File: src/design/rmq_pkg.sv
// shared types and constants for the rotation matrix to quaternion block
`default_nettype none
package rmq_pkg;

   // matrix element and quaternion component width
   localparam int ELEM_W      = 16;
   // signed width of a raw quaternion component before normalizing
   localparam int RAW_W       = 32;
   // magnitude width; normalizing brings the largest into [2^30, 2^31)
   localparam int MAG_W       = 31;
   localparam int NORM_STEPS  = $clog2(MAG_W);
   localparam int SQ_W        = 2 * MAG_W;
   localparam int PAIR_W      = SQ_W + 1;
   localparam int SUM_W       = SQ_W + 2;
   localparam int ROOT_W      = SUM_W / 2;
   localparam int REM_W       = ROOT_W + 3;
   localparam int QUEUE_DEPTH = 2;

   typedef logic signed [ELEM_W-1:0] elem_type;

   // one classified item between front and back
   typedef struct packed {
      logic [3:0][MAG_W-1:0] mag;
      logic [MAG_W-1:0]      mx;
      logic [3:0]            neg;
      logic                  degen;
   } entry_type;

   // what travels beside the square root
   typedef struct packed {
      logic [3:0][MAG_W-1:0] mag;
      logic [3:0]            neg;
      logic                  degen;
   } side_type;

endpackage
`default_nettype wire

File: src/design/rmq_queue.sv
// short queue between front and back
`default_nettype none
module rmq_queue (
   input  logic               clock,
   input  logic               reset,
   input  logic               push_valid,
   input  rmq_pkg::entry_type push_data,
   output logic               full,
   output logic               pop_valid,
   input  logic               pop,
   output rmq_pkg::entry_type pop_data
);
   import rmq_pkg::*;

   localparam int PTR_W = (QUEUE_DEPTH > 1) ? $clog2(QUEUE_DEPTH) : 1;
   localparam int CNT_W = $clog2(QUEUE_DEPTH + 1);

   entry_type        mem_ff [QUEUE_DEPTH];
   logic [PTR_W-1:0] wr_ff, wr_in, rd_ff, rd_in;
   logic [CNT_W-1:0] count_ff, count_in;
   logic             push;

   assign full      = (count_ff == CNT_W'(QUEUE_DEPTH));
   assign pop_valid = (count_ff != '0);
   assign pop_data  = mem_ff[rd_ff];
   assign push      = push_valid && !full;

   // pointer and count update
   always_comb begin
      wr_in    = wr_ff;
      rd_in    = rd_ff;
      if (push) begin
         wr_in = (wr_ff == PTR_W'(QUEUE_DEPTH - 1)) ? '0 : wr_ff + 1'b1;
      end
      if (pop) begin
         rd_in = (rd_ff == PTR_W'(QUEUE_DEPTH - 1)) ? '0 : rd_ff + 1'b1;
      end
      count_in = count_ff + CNT_W'(push) - CNT_W'(pop);
   end

   always_ff @(posedge clock) begin
      if (reset) begin
         wr_ff    <= '0;
         rd_ff    <= '0;
         count_ff <= '0;
      end else begin
         wr_ff    <= wr_in;
         rd_ff    <= rd_in;
         count_ff <= count_in;
      end
   end

   // item storage
   always_ff @(posedge clock) begin
      if (push) begin
         mem_ff[wr_ff] <= push_data;
      end
   end

`ifndef SYNTHESIS
   a_pop_nonempty: assert property (@(posedge clock) disable iff (reset)
      pop |-> count_ff != '0)
      else $error("queue popped while empty");
   a_full_holds: assert property (@(posedge clock) disable iff (reset)
      (full && !pop) |=> full)
      else $error("queue lost an item while full");
   a_push_counts: assert property (@(posedge clock) disable iff (reset)
      (push && !pop) |=> count_ff == CNT_W'($past(count_ff) + 1'b1))
      else $error("queue count missed a push");
   a_count_range: assert property (@(posedge clock) disable iff (reset)
      count_ff <= CNT_W'(QUEUE_DEPTH))
      else $error("queue count beyond depth");
`endif

endmodule
`default_nettype wire

File: config.mk
export PLATFORM = sky130hd
export DESIGN_NAME = rmq_queue
export DESIGN_NICKNAME = d
export VERILOG_FILES = /design/src/design/rmq_pkg.sv /design/src/design/rmq_queue.sv
export SDC_FILE = /design/constraint.sdc
export NUM_CORES = 1
export LEC_CHECK = 0
export BUFFER_PORTS_ARGS = -buffer_cell sky130_fd_sc_hd__buf_2
export CAP_MARGIN = 20
export CORE_ASPECT_RATIO = 1.75
export CORE_UTILIZATION = 50
export DETAILED_ROUTE_END_ITERATION = 8
export PLACE_DENSITY_LB_ADDON = 0.2
export RECOVER_POWER = 25
export SLEW_MARGIN = 20
export SYNTH_ARGS = -nofsm -noshare
export SYNTH_HDL_FRONTEND = slang
export SYNTH_SLANG_ARGS = --single-unit
File: constraint.sdc
create_clock -name clock -period 5.5 [get_ports clock]
set_input_delay 0 -clock clock [delete_from_list [all_inputs] [get_ports clock]]
set_output_delay 0 -clock clock [all_outputs]
set_load 0.005 [all_outputs]
==> results.cfg <==
[status]
status = completed

[routing]
first_pass_iters = 4
dr.first_iter.drc_count = 337
routed_via_density = 4.93
postRouteWirelength_um = 25000
drc = 0
vias = 6683
wl_per_cell_um = 18.5
detail-route-antenna-nets = 0

[worst_setup_path]
rrSetupSlack_ns = 2.93
cp_max_fo = 68
reg2reg_to = mem_ff[0][52]
arrival_ns = 2.92
endpoint_kind = primary output
start_kind = register
r2r_cells = 5
r2r_start = count_ff[0]
path_class = register to primary output
endpoint = pop_data[11]
crit_required_ns = 5.50

[synth]
post_synth.cell_area_avg_um2 = 23.2
syn_area_um2 = 12200
synthCells = 524
syn_nets = 690
yosysSeqAreaShare = 0.797
yosysWarnings = 0
ys_ff_latch = 325
synth_cell_types = 21

[sta]
skew_ns = 0.00421
clock.fmax_ghz = 0.343
setup_viol = 0
fin_crit_ns = 2.92
hold_viol = 0
drv_slew = 0
tns_ns = 0
post-route-period-util = 0.530
rsz0062_at_grt = false
worst_pin_slew_ns = 0.991
relSlewSlack = 0.339

[finish]
drive_gt1_frac = 0.441
area_delta_synth_final_pct = 35.2
nFillCells = 1610
multi_input_area_um2 = 2290
final_cells = 1356
design_area_um2 = 16500
regArea_um2 = 9710
layout_common_cells = edfxtp_1, buf_2, dlygate4sd3_1
final_util = 0.688
final_net_count = 1195
final_common_cell = edfxtp_1

[die]
start_util = 0.509
die_y_um = 208
fp.dieW_um = 120
core.rowCount = 75
floorplan.die_area_um2 = 25000
io_pins = 326
core_area_um2 = 23900

[clock_tree]
post_cts_buffers = 0
cts_resized = 0
cts_num_sinks = 325
insertion_delay_ns = 0.53
cts.path.max_buffers = 3
cts_max_level = 1
cts_tree = yes
numCtsBuffers = 27
cts.clk_slew.worst_paths_ns = 0.06
root_buffer = clkbuf_16

[placement]
dp_cells = 1144
gp_congestion = 0.752
placed_area_um2 = 14100
io_buffers = 325
dp_hpwl_um = 15600

[run]
max-cap-violations = 0

[global_routing]
grt_pass1_wl_um = 37800
grt_pass1_vias = 7259
grt_util_all_layers = 0.199
antenna_found_initial = 1
grt_max_degree = 103
grt_overflow = 0

[pwr]
leakage_nw = 6.29
powerDensity_nw_per_um2 = 347
vdd.ir_drop.worst_mv = 0.402

[worst_hold_path]
hp-start = push_data[4]
hp-class = input pin to register
where the power goes:
part / total, mW / switching (mW) / leakage (nW) / internal [mW]
logic: 0.847 / 0.384 / 2.86 / 0.463
registers: 3.07 / 0.0753 / 3.02 / 3.00
clock network: 1.79 / 0.801 / 0.401 / 0.992
cells in the mapped netlist:
cell,count,share of area
edfxtp_1,320,0.79
mux2_4,100,0.12
mux2_2,60,0.055
buf_6,12,0.011
buf_2,6,0.0025
dfxtp_1,5,0.0082
inv_1,4,0.0012
nor2_1,3,0.00092
ha_1,2,0.0021
a21oi_1,1,0.00041
and2_1,1,0.00051
and3_1,1,0.00051
nand2_1,1,0.00031
nand2b_1,1,0.00051
nor2b_1,1,0.00051
nor3_1,1,0.00041
o21ai_0,1,0.00041
or2_2,1,0.00051
or3_1,1,0.00051
xnor2_1,1,0.00072
xor2_1,1,0.00072
flip-flops by register name, indices dropped and copies added (netlist names), named ones only:
register,cells
wr_ff,1
mem_ff,320
rd_ff,1
count_ff,2
per-stage QoR:
step	setup WS, ns	power [mW]	hold slack [ns]
2_1_floorplan	0.789	3.58	0.0691
3_3_place_gp	3.00	3.85	0.187
3_5_place_dp	2.89	3.89	0.191
4_1_cts	2.49	5.77	0.164
5_1_grt	2.42	5.92	0.178
6_report	2.58	5.71	0.192
worst max-delay path: stages, from the launching register on:
cell	delay (ns)
dfxtp_4	1.01
buf_4	0.77
mux2_2	0.42
buf_2	0.14
how the worst min path moves through the flow:
stage | cells past startpoint | end | slack (ns)
floorplan | 1 | wr_ff | 0.07
global placement | 1 | mem_ff[0][29] | 0.19
detailed placement | 1 | mem_ff[0][102] | 0.19
CTS | 2 | mem_ff[1][25] | 0.16
global route | 2 | mem_ff[0][36] | 0.18
finish | 2 | mem_ff[1][4] | 0.19
cells by family after synthesis:
kind of cell | count (synthesis) | synth area share
xor gates and xnor gates | 2 | 0.00144
buffers and inverters | 22 | 0.0148
adders and majority gates | 2 | 0.00205
and+or+nand+nor | 11 | 0.00473
AOI/OAI and AO/OA | 2 | 0.000821
DFF | 325 | 0.797
muxes | 160 | 0.179
what timing repair did:
item                       in CTS  in global routing
hold endpoints to repair      325                  0
hold buffers                  164                  0
setup endpoints to repair       0                  0
final cells by class:
cell class	count	area share
Tap cell	308	0.0234
Timing Repair Buffer	494	0.196
Inverter	4	0.00122
Multi-Input combinational cell	177	0.139
Clock buffer	33	0.0424
Antenna cell	1	0.000152
Clock inverter	14	0.00707
Sequential cell	325	0.590
routing by layer:
layer | share of wire | GRT usage | vias up
met5 | 0 | 0 | -
met2 | 0.55 | 0.372 | 261
met1 | 0.34 | 0.204 | 3261
li1 | - | - | 3090
met3 | 0.056 | 0.0362 | 71
met4 | 0.049 | 0.108 | 0
No activity file was read; power rests on OpenSTA's default activity.
