==> config.mk <==
export PLATFORM = sky130hd
export DESIGN_NAME = rmq_front
export DESIGN_NICKNAME = d
export VERILOG_FILES = /design/src/design/rmq_pkg.sv /design/src/design/rmq_front.sv
export SDC_FILE = /design/constraint.sdc
export NUM_CORES = 1
export LEC_CHECK = 0
export BUFFER_PORTS_ARGS = -buffer_cell sky130_fd_sc_hd__clkbuf_2
export CORE_MARGIN = 5
export CORE_UTILIZATION = 50
export DETAILED_ROUTE_END_ITERATION = 10
export GPL_TIMING_DRIVEN = 0
export PLACE_DENSITY = 0.71
export SLEW_MARGIN = 20
export SYNTH_ARGS = -nofsm -noshare
export SYNTH_HDL_FRONTEND = slang
export SYNTH_SLANG_ARGS = --single-unit
==> constraint.sdc <==
create_clock -name clock -period 33.7 [get_ports clock]
set_input_delay 1.685 -clock clock [delete_from_list [all_inputs] [get_ports clock]]
set_output_delay 1.685 -clock clock [all_outputs]
set_load 0.01 [all_outputs]
==> src/design/rmq_pkg.sv <==
// shared types and constants for the rotation matrix to quaternion block
`default_nettype none
package rmq_pkg;

   // matrix element and quaternion component width
   localparam int ELEM_W      = 16;
   // signed width of a raw quaternion component before normalizing
   localparam int RAW_W       = 32;
   // magnitude width; normalizing brings the largest into [2^30, 2^31)
   localparam int MAG_W       = 31;
   localparam int NORM_STEPS  = $clog2(MAG_W);
   localparam int SQ_W        = 2 * MAG_W;
   localparam int PAIR_W      = SQ_W + 1;
   localparam int SUM_W       = SQ_W + 2;
   localparam int ROOT_W      = SUM_W / 2;
   localparam int REM_W       = ROOT_W + 3;
   localparam int QUEUE_DEPTH = 2;

   typedef logic signed [ELEM_W-1:0] elem_type;

   // one classified item between front and back
   typedef struct packed {
      logic [3:0][MAG_W-1:0] mag;
      logic [MAG_W-1:0]      mx;
      logic [3:0]            neg;
      logic                  degen;
   } entry_type;

   // what travels beside the square root
   typedef struct packed {
      logic [3:0][MAG_W-1:0] mag;
      logic [3:0]            neg;
      logic                  degen;
   } side_type;

endpackage
`default_nettype wire

==> src/design/rmq_front.sv <==
// input register and branch classification
`default_nettype none
module rmq_front #(
   parameter int FRAC_BITS = 14
) (
   input  logic                clock,
   input  logic                reset,
   input  logic                req_valid,
   output logic                req_stall,
   input  rmq_pkg::elem_type   req_m00,
   input  rmq_pkg::elem_type   req_m01,
   input  rmq_pkg::elem_type   req_m02,
   input  rmq_pkg::elem_type   req_m10,
   input  rmq_pkg::elem_type   req_m11,
   input  rmq_pkg::elem_type   req_m12,
   input  rmq_pkg::elem_type   req_m20,
   input  rmq_pkg::elem_type   req_m21,
   input  rmq_pkg::elem_type   req_m22,
   output logic                ent_valid,
   input  logic                ent_full,
   output rmq_pkg::entry_type  ent_data
);
   import rmq_pkg::*;

   localparam logic signed [RAW_W-1:0] ONE = RAW_W'(64'd1 << FRAC_BITS);

   logic     valid_ff, valid_in;
   elem_type m_ff [9];
   elem_type m_in [9];

   logic signed [RAW_W-1:0] e [9];
   logic signed [RAW_W-1:0] t, sx, sy, sz, p01, p02, p12, u0, u1, u2;
   logic signed [RAW_W-1:0] raw [4];
   logic signed [RAW_W-1:0] raw_abs [4];
   logic                    rad_bad;
   logic [MAG_W-1:0]        mx01, mx23;

   // hold the item while the queue is full
   assign req_stall = valid_ff && ent_full;
   assign ent_valid = valid_ff;

   always_comb begin
      valid_in = req_stall ? valid_ff : req_valid;
      if (req_stall) begin
         m_in = m_ff;
      end else begin
         m_in = '{req_m00, req_m01, req_m02, req_m10, req_m11,
                  req_m12, req_m20, req_m21, req_m22};
      end
   end

   always_ff @(posedge clock) begin
      if (reset) begin
         valid_ff <= 1'b0;
      end else begin
         valid_ff <= valid_in;
      end
   end

   always_ff @(posedge clock) begin
      m_ff <= m_in;
   end

   // trace test, major diagonal pick and raw vector
   always_comb begin
      for (int i = 0; i < 9; i++) begin
         e[i] = RAW_W'(m_ff[i]);
      end
      t   = ONE + e[0] + e[4] + e[8];
      sx  = e[7] - e[5];
      sy  = e[2] - e[6];
      sz  = e[3] - e[1];
      p01 = e[1] + e[3];
      p02 = e[2] + e[6];
      p12 = e[5] + e[7];
      u0  = ONE + e[0] - e[4] - e[8];
      u1  = ONE - e[0] + e[4] - e[8];
      u2  = ONE - e[0] - e[4] + e[8];
      priority if (t > 0) begin
         raw     = '{t, sx, sy, sz};
         rad_bad = 1'b0;
      end else if (e[0] >= e[4] && e[0] >= e[8]) begin
         raw     = '{sx, u0, p01, p02};
         rad_bad = (u0 <= 0);
      end else if (!(e[0] >= e[4]) && e[4] >= e[8]) begin
         raw     = '{sy, p01, u1, p12};
         rad_bad = (u1 <= 0);
      end else begin
         raw     = '{sz, p02, p12, u2};
         rad_bad = (u2 <= 0);
      end
   end

   // sign and magnitude, largest magnitude
   always_comb begin
      for (int i = 0; i < 4; i++) begin
         ent_data.neg[i] = raw[i][RAW_W-1];
         raw_abs[i]      = raw[i][RAW_W-1] ? -raw[i] : raw[i];
         ent_data.mag[i] = MAG_W'(raw_abs[i]);
      end
      mx01 = (ent_data.mag[0] > ent_data.mag[1]) ? ent_data.mag[0] : ent_data.mag[1];
      mx23 = (ent_data.mag[2] > ent_data.mag[3]) ? ent_data.mag[2] : ent_data.mag[3];
      ent_data.mx    = (mx01 > mx23) ? mx01 : mx23;
      ent_data.degen = rad_bad || (ent_data.mx == '0);
   end

endmodule
`default_nettype wire

==> results.json, run 1 <==
{
  "ys_seq_area_frac": 0.187,
  "worstSetupPathType": "reg -> out",
  "finalSetupTns_ps": 0,
  "vdd_drop_max_mv": 0.0914,
  "regArea_um2": 4340,
  "clock_latency_ps": 480,
  "die_x_um": 226,
  "crit_path_start_kind": "register",
  "rows": 79,
  "grt_pass1_wl_mm": 133,
  "min_delay_path_depth": 1,
  "p_per_area_nw_per_um2": 84.3,
  "fin_cells": 3740,
  "synthArstFlopShare": 0,
  "internal-power_uw": 932,
  "cts_buffers": 17,
  "nNetsFinal": 3671,
  "r2r-start": "ent_valid",
  "final_common_cell": "ha_1",
  "combinationalPowerShare": 0.809,
  "seq_power_share": 0.102,
  "critPathMostFrequentCell": "buf_2",
  "syn_to_final_growth_pct": 13.6,
  "die-area_um2": 50900,
  "switching_share": 0.581,
  "htree_levels": 4,
  "grt_max_degree": 66,
  "hold_slack_ps": 938,
  "p_leak_uw": 0.0124,
  "required_ps": 32010,
  "slew_headroom": 0.135,
  "power.total_uw": 2220,
  "grt_pass1_vias": 21842,
  "dp.cells": 3708,
  "core_um2": 46300,
  "clock-root-buffer": "clkbuf_16",
  "drc": 0,
  "fillerInstances": 4229,
  "cts_tree": "built",
  "dr_total_vias": 22722,
  "p_sw_uw": 1290,
  "period_share": 0.516,
  "synthesis.area_um2": 23200,
  "ys_types": 104,
  "cp_top_family": "compound AO/OA/AOI/OAI gates",
  "io_pins": 310,
  "ctsResizeCount": 0,
  "hold_class": "reg -> reg",
  "dr.first_iter.drc_count": 2300,
  "drt_wl_total_mm": 90.3,
  "post_synth.cell_area_avg_um2": 8.53,
  "drv_cap": 0,
  "port_buffers": 248,
  "detail_route.wl_per_cell_um": 24.1,
  "layout-drive-gt1-share": 0.142,
  "critPathMaxFanout": 10,
  "ctsHoldBuffers": 0,
  "postCtsSetupRepairBufs": 0,
  "synth_cells": 2723,
  "critPathBufInv": 11,
  "antenna_found_initial": 0,
  "initial_core_util": 0.502,
  "max_stage_delay_ps": 850,
  "via_per_inst": 6.08,
  "slew_viol_final": 0,
  "ys_ff_latch": 145,
  "yosys_warnings": 0,
  "outcome": "complete, no violations",
  "layout_min_cycle_time_ps": 17390,
  "drt_first_pass_iters": 9,
  "crit_arrival_ps": 15710,
  "clock_path_buffers": 2,
  "gp_congestion": 1.06,
  "skew_ps": 11.0,
  "fmax_ghz": 0.0575,
  "r2r_end": "e[205]",
  "grtUsageTotal": 0.343,
  "r2r_cells": 3,
  "num_antenna_cells": 0,
  "hold_path_startpoint": "ent_valid",
  "cts_num_sinks": 145,
  "rrSetupSlack_ps": 31930,
  "hold_violations": 0,
  "yosysTopAreaCell": "edfxtp_1",
  "cp-end-kind": "output pin",
  "multiInputGateArea_um2": 17700,
  "setup_violations": 0,
  "die-height_um": 226,
  "synth_edf_count": 144,
  "netlist.area_leader.share": 0.186,
  "grt-ovfl-total": 0,
  "hpwl_mm": 76.9,
  "tightest_slew_ps": 1280,
  "critical_path.slowest_cell": "a41oi_1",
  "ant_nets": 0,
  "clkSlewWorstSetupHoldPaths_ps": 70,
  "power_frac_clock": 0.089,
  "final_cell_mix": "ha_1 (328), clkbuf_2 (248), inv_1 (242)",
  "rsz0062_at_grt": "false",
  "synth_ff_type": "edfxtp_1",
  "hold_path_end": "e[4]",
  "synth.top_cells.by_area": "edfxtp_1 (19%), ha_1 (18%), fa_1 (6.5%)"
}
-- kinds of logic (layout without fill, tap and decap cells) --
group | count (synthesis) | in the layout | synth area share
compound gates | 768 | 768 | 0.220
simple gates | 701 | 701 | 0.148
fa+ha+maj | 404 | 404 | 0.242
buf+inv | 388 | 670 | 0.0741
xor+xnor | 202 | 202 | 0.0776
flops | 145 | 145 | 0.187
mux | 113 | 113 | 0.0514
other cells | 2 | 130 | 0.000323
-- area by class of cell --
| cell class | count | share of cell area |
|---|---|---|
| Inverter | 243 | 0.0346 |
| Clock buffer | 17 | 0.0161 |
| Multi-Input combinational cell | 2318 | 0.669 |
| Clock inverter | 15 | 0.00725 |
| Buffer | 145 | 0.0307 |
| Timing Repair Buffer | 250 | 0.0488 |
| Tap cell | 607 | 0.0288 |
| Sequential cell | 145 | 0.165 |
-- worst reg2reg max path, delay by kind of cell (launching register included) --
kind	cells	cell delay, ps
AND/OR/NAND/NOR	1	390
buffers and inverters	2	650
flip-flops	1	330
-- layer usage --
layer	track usage	share of wire	vias up
met3	0.0654	0.089	186
met4	0.136	0.043	0
met2	0.547	0.44	1107
met5	0	0	-
met1	0.463	0.42	10953
li1	-	-	10476
-- registers in the layout (all words and copies together) (netlist names) --
register,count
e,144
ent_valid,1
-- worst max path at each step --
stage	startpoint	to	slack, ps	cells after the start
floorplan	e[260]	ent_data[0]	21190	54
global placement	e[260]	ent_data[0]	17210	53
detailed placement	e[261]	ent_data[0]	17290	53
CTS	e[261]	ent_data[0]	16700	53
global route	e[15]	ent_data[0]	15720	50
finish	e[261]	ent_data[0]	16310	53
-- synth_stat cells (all sizes together) (8+ instances only) --
cell type  number
and2           20
mux2           27
a21oi         223
fa             75
inv           243
o22ai           8
and3           11
nor4           24
or2            12
a31o            9
mux2i          85
o21bai         18
buf            89
o21a           44
o311ai          9
nand3b          8
a31oi          26
nor4b           8
nor3b           9
nand3          51
a21o           72
o21ai         136
a211o          14
a221oi         13
nand2         167
xor2           67
nand2b         29
a211oi         40
or4             9
clkbuf         56
ha            328
nand4          42
o211ai         30
nor3           51
nor2          207
or3            18
xnor2         135
edfxtp        144
o31ai          25
nor2b          26
-- power groups by stage --
stage / clock (µW) / sequential [µW] / combinational [µW]
after detailed placement: 0 / 231 / 1750
final: 197 / 227 / 1800
after global placement: 0 / 232 / 1730
after CTS: 199 / 227 / 1760
after global routing: 207 / 229 / 1930
after floorplan: 0 / 228 / 1110
-- through the flow --
step / utilization / area [µm²] / setup slack [ps]
5_1_grt: 0.570 / 26400 / 15720
4_1_cts: 0.570 / 26400 / 16700
6_report: 0.570 / 26400 / 16310
2_1_floorplan: - / 23700 / 21190
3_3_place_gp: 0.556 / 25700 / 17210
3_5_place_dp: 0.557 / 25800 / 17290
No activity file was read; power rests on OpenSTA's default activity.
==> run 2: changes to the inputs <==
--- a/config.mk
+++ b/config.mk
@@ -10,7 +10,7 @@
 export CORE_UTILIZATION = 50
 export DETAILED_ROUTE_END_ITERATION = 10
 export GPL_TIMING_DRIVEN = 0
-export PLACE_DENSITY = 0.71
+export PLACE_DENSITY = 0.73
 export SLEW_MARGIN = 20
 export SYNTH_ARGS = -nofsm -noshare
 export SYNTH_HDL_FRONTEND = slang
==> constraint.sdc (replaced) <==
create_clock -name clock -period 13.95 [get_ports clock]
set_input_delay 0.6975 -clock clock [delete_from_list [all_inputs] [get_ports clock]]
set_output_delay 0.6975 -clock clock [all_outputs]
set_load 0.01 [all_outputs]
==> run 2 against run 1 <==
  * Final area up 1.8%
  * Highest routed layer unchanged
  * Via count shrank 0.59%
  * Clock skew about the same
  * Sequential power grew 140%
  * Sequential cell count is the same
  * Sequential share of layout area fell by 0.28 points
  * Largest cell class unchanged
==> results.json, run 2 (same netlist as run 1, synthesis figures left out) <==
{
  "drc": 0,
  "clock_latency_ps": 480,
  "gp_congestion": 1.03,
  "hold_class": "in -> reg",
  "outcome": "complete, no violations",
  "dr_total_vias": 22587,
  "port_buffers": 248,
  "fmax_ghz": 0.0746,
  "grtUsageTotal": 0.345,
  "hold_violations": 0,
  "num_antenna_cells": 0,
  "p_per_area_nw_per_um2": 203,
  "cts_tree": "built",
  "final_cell_mix": "ha_1 (327), clkbuf_2 (256), inv_1 (242)",
  "drt_first_pass_iters": 6,
  "dr.first_iter.drc_count": 2125,
  "layout-drive-gt1-share": 0.160,
  "clock-root-buffer": "clkbuf_16",
  "clkSlewWorstSetupHoldPaths_ps": 80,
  "die-height_um": 226,
  "setup_violations": 0,
  "required_ps": 13250,
  "io_pins": 310,
  "clock_path_buffers": 2,
  "cts_buffers": 17,
  "syn_to_final_growth_pct": 15.6,
  "final_common_cell": "ha_1",
  "detail_route.wl_per_cell_um": 24.2,
  "drt_wl_total_mm": 91.2,
  "cts_num_sinks": 145,
  "slew_viol_final": 0,
  "htree_levels": 4,
  "max_stage_delay_ps": 550,
  "utilization": 0.580,
  "skew_ps": 10.9,
  "grt_pass1_vias": 21687,
  "die-area_um2": 50900,
  "worstSetupPathType": "reg -> out",
  "drv_cap": 0,
  "fin_area_um2": 26900,
  "initial_core_util": 0.502,
  "slew_headroom": 0.117,
  "layout_min_cycle_time_ps": 13400,
  "via_per_inst": 6.01,
  "die_x_um": 226,
  "crit_arrival_ps": 12700,
  "largest_reg_flops": 144,
  "grt_max_degree": 66,
  "crit_path_start_kind": "register",
  "rows": 79,
  "core_um2": 46300,
  "p_leak_uw": 0.0126,
  "grt-ovfl-total": 0,
  "period_share": 0.960,
  "grt_pass1_wl_mm": 133,
  "critPathMaxFanout": 10,
  "ant_nets": 0,
  "tightest_slew_ps": 1310,
  "cp-end-kind": "output pin",
  "antenna_found_initial": 0,
  "critPathMostFrequentCell": "o21a_1",
  "dpl_cell_area_um2": 25800,
  "vdd_drop_max_mv": 0.194,
  "ctsHoldBuffers": 0,
  "finalSetupTns_ps": 0,
  "hpwl_mm": 77.0,
  "critical_path.slowest_cell": "fa_1",
  "nNetsFinal": 3691
}
[run 2: cell types whose count changed in the layout (fill, tap and decap cells not counted), sizes merged]
cell / previous run / this run
clkinvlp: 2 / 0
buf: 91 / 107
clkinv: 8 / 9
clkbuf: 321 / 325
inv: 248 / 249
[run 2: power by group]
group | switching, µW | internal [µW] | leakage, µW
Combinational | 2890 | 1540 | 0.0108
Clock | 240 | 245 | 0.000302
Sequential | 33.2 | 514 | 0.00150
Total | 3160 | 2300 | 0.0126
[run 2: critical path: cells and delay by family, from the launching register on]
family          cells  cell delay (ps)
xor+xnor            1              210
flops               1              470
buf+inv             9             2610
mux                 1              460
compound gates     21             4550
fa+ha+maj           5             1830
simple gates       13             2040
[run 2: final timing paths]
path,start,endpoint,slack (ps),cells past startpoint
worst max-delay path,e[4],ent_data[0],550,50
worst min-delay path,reset,ent_valid,370,2
worst max register to register,ent_valid,e[77],12170,3
worst min register to register,ent_valid,e[260],950,1
[run 2: final cells by class]
cell class	instances	area, µm²
plain buffers	143	838
clock buffers	17	425
multi-input cells	2318	17900
well taps	607	759
clock inverters	15	204
fillers	4243	19400
flip-flops and latches	145	4340
repair buffers	272	1450
inverters	243	912
[run 2: stage by stage]
stage               power [µW]  std cells  worst slack [ps]  hold WS [ps]
finish                    5460       3760               552           366
CTS                       5310       3744              61.9           350
global placement          4720       3706             -1260           855
floorplan                 3230       2851              2420           770
global route              5790       3760             -21.8           355
detailed placement        4780       3708             -1430           861
[run 2: routing by layer]
metal | up-vias | part of all wire | track usage | wire [µm]
li1 | 10507 | - | - | -
met1 | 10837 | 0.43 | 0.474 | 39000
met2 | 1076 | 0.45 | 0.551 | 40800
met3 | 167 | 0.084 | 0.0542 | 7660
met4 | 0 | 0.041 | 0.133 | 3720
met5 | - | 0 | 0 | 0
[run 2: timing repair]
item / in CTS / in global routing
pin swaps: 2 / 5
gates resized for setup: 32 / 35
setup endpoints to repair: 20 / 20
buffers inserted: 6 / 16
==> run 3: changes to the inputs <==
==> constraint.sdc (replaced) <==
create_clock -name clock -period 12.3 [get_ports clock]
set_input_delay 0.615 -clock clock [delete_from_list [all_inputs] [get_ports clock]]
set_output_delay 0.615 -clock clock [all_outputs]
set_load 0.01 [all_outputs]
==> run 3 against run 2 <==
  * Sequential share of layout area shrank 0.68 points
  * Final area is 4.4% higher
  * Sequential cell count is the same
  * Clock power up 14%
  * Via count increased by 1.9%
  * Register-to-register slack lost 1700 ps
  * Core utilization is 2.6 points higher
  * Setup slack worse by 200 ps
  * Die area did not move
  * Power grew 20%
  * Non-clock buffer count grew 62
  * Critical endpoint unchanged
==> results.json, run 3 (same netlist as run 1, synthesis figures left out) <==
{
  "drv_cap": 0,
  "cp-end-kind": "output pin",
  "ant_nets": 0,
  "fin_area_um2": 28000,
  "grtUsageTotal": 0.351,
  "period_share": 0.971,
  "max_stage_delay_ps": 620,
  "drt_wl_total_mm": 92.9,
  "ctsHoldBuffers": 0,
  "gp_congestion": 1.03,
  "hold_violations": 0,
  "highest_layer": "met4",
  "grt_pass1_wl_mm": 136,
  "rows": 79,
  "num_antenna_cells": 0,
  "core_um2": 46300,
  "grt-ovfl-total": 0,
  "grt_max_degree": 66,
  "vdd_drop_max_mv": 0.221,
  "wl_met2_mm": 41.8,
  "port_buffers": 248,
  "drc": 0,
  "antenna_found_initial": 1,
  "layout_min_cycle_time_ps": 11950,
  "die-height_um": 226,
  "slew_viol_final": 0,
  "initial_core_util": 0.502,
  "critPathMaxFanout": 10,
  "die_x_um": 226,
  "io_pins": 310,
  "p_per_area_nw_per_um2": 233,
  "via_per_inst": 6.02,
  "final_cell_mix": "ha_1 (321), clkbuf_2 (260), inv_1 (236)",
  "nNetsFinal": 3753,
  "final_common_cell": "ha_1",
  "clock_latency_ps": 480,
  "power.total_uw": 6540,
  "required_ps": 11690,
  "met1_length_mm": 39.5,
  "outcome": "complete, no violations",
  "layout-drive-gt1-share": 0.208,
  "skew_ps": 11.3,
  "dr.first_iter.drc_count": 2384,
  "setup_violations": 0,
  "dr_total_vias": 23022,
  "worstSetupPathType": "reg -> out",
  "clock-root-buffer": "clkbuf_16",
  "critical_path.slowest_cell": "fa_2",
  "cts_tree": "built",
  "syn_to_final_growth_pct": 20.7,
  "cts_buffers": 17,
  "detail_route.wl_per_cell_um": 24.3,
  "clkSlewWorstSetupHoldPaths_ps": 80,
  "wl_met3_mm": 7.38,
  "tightest_slew_ps": 1130,
  "utilization": 0.606,
  "hold_slack_ps": 280,
  "fmax_ghz": 0.0837,
  "drt_first_pass_iters": 5,
  "die-area_um2": 50900,
  "crit_path_start_kind": "register",
  "critPathMostFrequentCell": "a21oi_1",
  "hpwl_mm": 77.0,
  "dpl_cell_area_um2": 25800,
  "grt_pass1_vias": 22038,
  "clock_path_buffers": 2,
  "crit_arrival_ps": 11330,
  "finalSetupTns_ps": 0,
  "slew_headroom": 0.226,
  "p_leak_uw": 0.0130,
  "htree_levels": 4,
  "largest_reg_flops": 144,
  "hold_class": "in -> reg",
  "cts_num_sinks": 145
}
run 3: layout make-up:
class | instances | area [µm²]
clock buffer | 17 | 425
clock inverter | 15 | 204
tap | 607 | 759
timing repair buffer | 337 | 1960
multi-input combinational | 2318 | 18500
fill | 4119 | 18200
sequential | 145 | 4340
buffer | 140 | 941
inverter | 243 | 920
run 3: final timing paths:
check / slack [ps] / cells past startpoint / endpoint / start
worst max-delay path: 350 / 47 / ent_data[0] / e[132]
worst min-delay path: 280 / 2 / ent_valid / reset
worst max register to register: 10520 / 3 / e[77] / ent_valid
worst min register to register: 960 / 1 / e[260] / ent_valid
run 3: per-layer routing:
layer  vias to the layer above  global-route usage
li1                      10638                   -
met1                     11081               0.480
met2                      1116               0.564
met3                       187              0.0503
met4                         0               0.137
met5                         -                   0
run 3: power breakdown:
part           internal (µW)  total, µW  switching (µW)
Clock                    278        553             275
Sequential               583        618            34.7
Combinational           1940       5370            3430
Total                   2800       6540            3740
run 3: repair_timing:
action,CTS,global route
gates cloned,0,0
setup endpoints to repair,20,20
pin swaps,24,31
resized for setup,129,117
buffers inserted,43,44
run 3: critical path: cells and delay by family, from the launching register on:
kind                       cells  cell delay [ps]
AOI/OAI and AO/OA             23             5190
adders and majority gates      4             1390
DFF                            1              480
muxes                          1              260
and+or+nand+nor               10             1540
buffers and inverters          7             1360
xor gates and xnor gates       2              600
run 3: through the flow:
step | std cells | setup slack [ps]
after floorplan | 2851 | 857
after global placement | 3706 | -2820
after detailed placement | 3708 | -3000
after CTS | 3782 | 1.40
after global routing | 3822 | -81.8
final | 3822 | 351
